<file path="config.mk">
export PLATFORM = sky130hd
export DESIGN_NAME = tfn_sqrt_pipe
export DESIGN_NICKNAME = d
export VERILOG_FILES = /design/src/rtl/core/tfn_pkg.sv /design/src/rtl/core/tfn_sqrt_pipe.sv
export SDC_FILE = /design/constraint.sdc
export NUM_CORES = 2
export LEC_CHECK = 0
export BUFFER_PORTS_ARGS = -buffer_cell sky130_fd_sc_hd__buf_2
export CAP_MARGIN = 20
export CORE_ASPECT_RATIO = 1.1
export CORE_MARGIN = 2
export CORE_UTILIZATION = 65
export DETAILED_ROUTE_END_ITERATION = 16
export GPL_TIMING_DRIVEN = 0
export PLACE_DENSITY = 0.91
export SLEW_MARGIN = 15
export SYNTH_ARGS = -nofsm -noshare
export SYNTH_HDL_FRONTEND = slang
export SYNTH_MEMORY_MAX_BITS = 65536
export SYNTH_SLANG_ARGS = --single-unit
</file>
<file path="constraint.sdc">
create_clock -name clk -period 7.64 [get_ports clk]
set_input_delay 1.146 -clock clk [delete_from_list [all_inputs] [get_ports clk]]
set_output_delay 1.146 -clock clk [all_outputs]
set_load 0.01 [all_outputs]
</file>
<file path="src/rtl/core/tfn_pkg.sv">
package tfn_pkg;

  localparam int COORD_WIDTH      = 24;
  localparam int NORMAL_FRAC_BITS = 14;
  localparam int NUM_COORDS       = 9;
  localparam int OUT_W            = 16;
  localparam int OUT_MAX          = 32767;
  localparam int Q_W              = 31;
  localparam int SUM_W            = 64;
  localparam int LEN_W            = 32;

  // Largest magnitude allowed on an output component.
  function automatic int norm_limit(input int frac_bits);
    int l;
    l = 1 << frac_bits;
    if (l > OUT_MAX) l = OUT_MAX;
    return l;
  endfunction

endpackage

</file>
<file path="src/rtl/core/tfn_sqrt_pipe.sv">
module tfn_sqrt_pipe #(
  parameter int SIDE_W = 1
) (
  input  logic                        clk,
  input  logic                        rst_n,
  input  logic                        en,
  input  logic                        in_valid,
  input  logic [tfn_pkg::SUM_W-1:0]   in_rad,
  input  logic [SIDE_W-1:0]           in_side,
  output logic                        out_valid,
  output logic [tfn_pkg::LEN_W-1:0]   out_root,
  output logic [SIDE_W-1:0]           out_side
);

  localparam int STEPS = tfn_pkg::SUM_W / 2;

  logic [tfn_pkg::SUM_W-1:0] v_r   [0:STEPS];
  logic [tfn_pkg::SUM_W-1:0] res_r [0:STEPS];
  logic [SIDE_W-1:0]         side_r[0:STEPS];
  logic                      vld_r [0:STEPS];

  always_ff @(posedge clk) begin
    if (!rst_n) begin
      vld_r[0] <= 1'b0;
    end else if (en) begin
      vld_r[0] <= in_valid;
    end
  end

  always_ff @(posedge clk) begin
    if (en) begin
      v_r[0]    <= in_rad;
      res_r[0]  <= '0;
      side_r[0] <= in_side;
    end
  end

  // One result bit per stage, two radicand bits consumed each step.
  for (genvar k = 0; k < STEPS; k++) begin : g_step
    localparam logic [tfn_pkg::SUM_W-1:0] BIT =
      tfn_pkg::SUM_W'(1) << (tfn_pkg::SUM_W - 2 - 2 * k);
    logic [tfn_pkg::SUM_W-1:0] trial;
    assign trial = res_r[k] + BIT;

    always_ff @(posedge clk) begin
      if (!rst_n) begin
        vld_r[k+1] <= 1'b0;
      end else if (en) begin
        vld_r[k+1] <= vld_r[k];
      end
    end

    always_ff @(posedge clk) begin
      if (en) begin
        side_r[k+1] <= side_r[k];
        if (v_r[k] >= trial) begin
          v_r[k+1]   <= v_r[k] - trial;
          res_r[k+1] <= (res_r[k] >> 1) + BIT;
        end else begin
          v_r[k+1]   <= v_r[k];
          res_r[k+1] <= res_r[k] >> 1;
        end
      end
    end
  end

  assign out_valid = vld_r[STEPS];
  assign out_root  = res_r[STEPS][tfn_pkg::LEN_W-1:0];
  assign out_side  = side_r[STEPS];

endmodule

</file>
* Word-level counts from Yosys, hierarchy flattened *
Memories as Yosys holds them, arrays and structs flattened.
Cells that the tools add are included.

operators by class
  add/sub/neg operators = 96
  magnitude comparators = 32
  mux-type cells = 294
  bitwise gates (word level) = 97

operators with widths
  kind                                                              count
  64-bit two-way mux                                                64
  64-bit greater-or-equal comparator                                32
  64-bit subtractor                                                 32
  1-bit two-way mux                                                 230
  1-bit OR                                                          97
  63-bit by 1-bit adder with 64-bit output, second input constant   1
  63-bit by 11-bit adder with 64-bit output, second input constant  1
  63-bit by 13-bit adder with 64-bit output, second input constant  1
  63-bit by 15-bit adder with 64-bit output, second input constant  1
  63-bit by 17-bit adder with 64-bit output, second input constant  1
  63-bit by 19-bit adder with 64-bit output, second input constant  1
  63-bit by 21-bit adder with 64-bit output, second input constant  1
  63-bit by 23-bit adder with 64-bit output, second input constant  1
  63-bit by 25-bit adder with 64-bit output, second input constant  1
  63-bit by 27-bit adder with 64-bit output, second input constant  1
  63-bit by 29-bit adder with 64-bit output, second input constant  1
  63-bit by 3-bit adder with 64-bit output, second input constant   1
  63-bit by 31-bit adder with 64-bit output, second input constant  1
  63-bit by 33-bit adder with 64-bit output, second input constant  1
  63-bit by 35-bit adder with 64-bit output, second input constant  1
  63-bit by 37-bit adder with 64-bit output, second input constant  1
  63-bit by 39-bit adder with 64-bit output, second input constant  1
  63-bit by 41-bit adder with 64-bit output, second input constant  1
  63-bit by 43-bit adder with 64-bit output, second input constant  1
  45 further kinds                                                  45

storage, ports and cells
  bits in registers = 0
  bits in writable memories = 4290
  input port bits = 69
  memories = 4

memory list
  memory  depth  width  read ports  clocked after memory_dff  wr ports  line                 text
  res_r   33     64     33          0                         33        tfn_sqrt_pipe.sv:18  logic [tfn_pkg::SUM_W-1:0] res_r [0:STEPS];
  v_r     33     64     32          0                         33        tfn_sqrt_pipe.sv:17  logic [tfn_pkg::SUM_W-1:0] v_r [0:STEPS];
  side_r  33     1      33          0                         33        tfn_sqrt_pipe.sv:19  logic [SIDE_W-1:0] side_r[0:STEPS];
  vld_r   33     1      33          0                         33        tfn_sqrt_pipe.sv:20  logic vld_r [0:STEPS];

* Logic depth before layout (Yosys ltp) *
  word-level depth = 6
  depth in mapped cells = 14
  gate-level depth less buffers = 12

* Worst setup path before layout *
OpenSTA, ideal clock, no wires.

  path kind = in2reg
  start point = input port en
  end point = memory res_r[31][10] (netlist name) (enable)
  arrival = 4.571 ns
  path slack = 2.582 ns
  stages = 4
  cells stage by stage = clkbuf_1 -> buf_1 -> clkbuf_1 -> clkbuf_1

RTL lines
  element             line                 text
  start: declaration  tfn_sqrt_pipe.sv:6   input logic en,
  end: declaration    tfn_sqrt_pipe.sv:18

==> impl_metrics.env <==
export IMPL_post_route_drc_count=0
export IMPL_drive_above_1_share=0.0684
export IMPL_post_route_period_util=0.682
export IMPL_hold_class="input port to register"
export IMPL_synth_seq_cells=2642
export IMPL_syn_avg_cell_area_um2=12.5
export IMPL_cts_made_buffers=277
export IMPL_clkTransAtPathRegs_ps=70
export IMPL_syn_cell_area_um2=126000
export IMPL_num_vias=87800
export IMPL_worstSetupPathType="register to register"
export IMPL_p_total_mw=42.3
export IMPL_ios=103
export IMPL_yosysMostFrequentCell="edfxtp_1"
export IMPL_dpl_cell_area_um2=131000
export IMPL_status="complete, but fails checks"
export IMPL_final_util=0.726
export IMPL_max_vdd_ir_drop_uv=386
export IMPL_cts_sinks=2642
export IMPL_cts_tree="yes"
export IMPL_dieHeight_um=466
export IMPL_max_cap_violations=0
export IMPL_path_max_fanout=10
export IMPL_finalHoldViolations=0
export IMPL_worstPathRequired_ps=8270
export IMPL_fillers=12200
export IMPL_nets=11200
export IMPL_synthFlopType="edfxtp_1"
export IMPL_max_slew_margin=0.151
export IMPL_synthCells=10100
export IMPL_wl_per_cell_um=27.0
export IMPL_synth_edf_count=2641
export IMPL_grt_usage=0.361
export IMPL_dp_hpwl_mm=258
export IMPL_cts_resized=0
export IMPL_worstSetupEndpointType="register"
export IMPL_die_x_um=424
export IMPL_worstPathArrival_ps=5840
export IMPL_setup_viol=0
export IMPL_synth_async_reset_ratio=0
export IMPL_clock_fmax_ghz=0.192
export IMPL_grt_pass1_wl_mm=534
export IMPL_grt_max_degree=69
export IMPL_io_buffers=102
export IMPL_cts_buffer_depth=4
export IMPL_syn_nets=10700
export IMPL_grt_pass1_vias=85700
export IMPL_gp_congestion=0.973
export IMPL_rsz0062_at_grt="no"
export IMPL_synth_common_cells="2641 x edfxtp_1, 749 x nand2_1, 699 x inv_1"
export IMPL_initial_core_util=0.655
export IMPL_htree_levels=5
export IMPL_p_leak_nw=52.4
export IMPL_yosys_warnings=0
export IMPL_fin_setup_tns_ps=0
export IMPL_final_max_slew_violation_count=0
export IMPL_drt_iter0_markers=10300
export IMPL_dr_pass1_iters=6
export IMPL_synthTopCellsByArea="edfxtp_1 63%, ha_1 5.5%, xnor2_1 3.3%"
export IMPL_routed_wirelength_mm=359
export IMPL_coreArea_um2=193000
export IMPL_yosysSeqAreaShare=0.628
export IMPL_rows=169
export IMPL_cts_root_buf="clkbuf_16"
export IMPL_antenna_found_initial=14
export IMPL_cp_start_kind="register"
export IMPL_cts_setup_buffers=0
export IMPL_violations="antenna rules"
export IMPL_cellPowerDensity_nw_per_um2=302
export IMPL_grt_overflow=0
export IMPL_die_area_um2=198000
export IMPL_synth_top_area_share=0.628
export IMPL_clock_latency_ps=950
export IMPL_yosys_area_top_type="edfxtp_1"
export IMPL_post_synth_num_cell_types=89
export IMPL_worst_pin_slew_ps=1260
export IMPL_ant_nets=1
export IMPL_vias_per_cell=6.60
export IMPL_fin_crit_ps=5210
export IMPL_hold_buffers=0
export IMPL_area_delta_synth_final_pct=10.9
export IMPL_final_design_area_no_fill_um2=140000
export IMPL_fin_worst_skew_ps=69.0
-- report_power, final --
part	internal, mW	switching (mW)	total (mW)	leakage, nW
clock	7.89	5.59	13.5	4.30
combinational	3.32	5.60	8.93	22.6
sequential	18.2	1.59	19.8	25.4
-- state kept, by name, summed over array words and instances, names as in the netlist --
name	count
side_r	33
vld_r	33
res_r	528
v_r	2048
-- path summary, 6_finish.rpt --
kind / depth (start not counted) / slack, ps / endpoint / start
worst max-delay path: 9 / 2430 / v_r[31][11] / v_r[30][44]
worst min-delay path: 1 / 360 / v_r[0][44] / in_rad[44]
worst max register to register: 9 / 2430 / v_r[31][11] / v_r[30][44]
worst min register to register: 0 / 410 / side_r[0][15] / side_r[0][14]
-- through the flow --
step                hold WS [ps]  worst slack, ps  instances
finish                       356             2430      13300
global route                 343             2210      13300
floorplan                    400             2580      10100
CTS                          300             2630      13300
detailed placement           405             2400      12800
global placement             400            -3450      12800
-- cell families after synthesis --
logic type / synth area share
buffers and inverters: 0.0288
multiplexers: 0.00562
adder cells (fa/ha/maj): 0.0553
AND/OR/NAND/NOR: 0.126
XOR/XNOR: 0.0612
AO/OA/AOI/OAI: 0.0951
flip-flops: 0.628
-- metal layers --
metal | wire (µm) | vias to the layer above | share of wire | track usage
li1 | - | 38800 | - | -
met1 | 129000 | 42100 | 0.36 | 0.436
met2 | 171000 | 5452 | 0.48 | 0.591
met3 | 31300 | 1500 | 0.087 | 0.0738
met4 | 27900 | 14 | 0.078 | 0.236
met5 | 90 | - | 0.00025 | 0
-- worst max-delay path, stage by stage, from the launching register on --
cell,delay [ps]
edfxtp_1,430
nor4_1,580
nor4b_2,810
nand4_1,630
a31oi_1,640
o211a_1,490
buf_2,390
buf_1,560
nand2_1,120
o21ai_0,250
-- layout make-up --
cell class,count,area [µm²],share of cell area
flip-flops and latches,2642,79300,0.567
multi-input cells,6501,43400,0.310
clock buffers,315,7270,0.0519
well taps,2565,3210,0.0229
inverters,702,2640,0.0188
clock inverters,147,1590,0.0114
repair buffers,143,1450,0.0103
plain buffers,258,1130,0.00804
diodes,17,42.5,0.000304
-- layout by cell type, fill, tap and decap left out, types with 32 or more instances in the layout --
master,n
edfxtp_1,2641
nand2_1,749
inv_1,699
nor2_1,592
ha_1,558
o21ai_0,545
a21oi_1,530
xnor2_1,468
xor2_1,411
nor4_1,352
clkbuf_16,286
nor3_1,274
a21o_1,242
clkbuf_1,220
nand4_1,199
nand3_1,169
buf_2,124
or3_1,112
o21a_1,109
nand2b_1,101
and3_1,79
nor2b_1,75
or4_1,72
nor4b_1,61
o31ai_1,56
mux2_2,55
o21bai_1,55
o211ai_1,50
a31oi_1,49
or2_2,48
clkinv_1,47
a211oi_1,43
nand3b_1,40
clkinv_2,38
a21boi_0,33
and2_1,32
bufinv_16,32
Note: power is estimated with default switching activity, not from simulation.
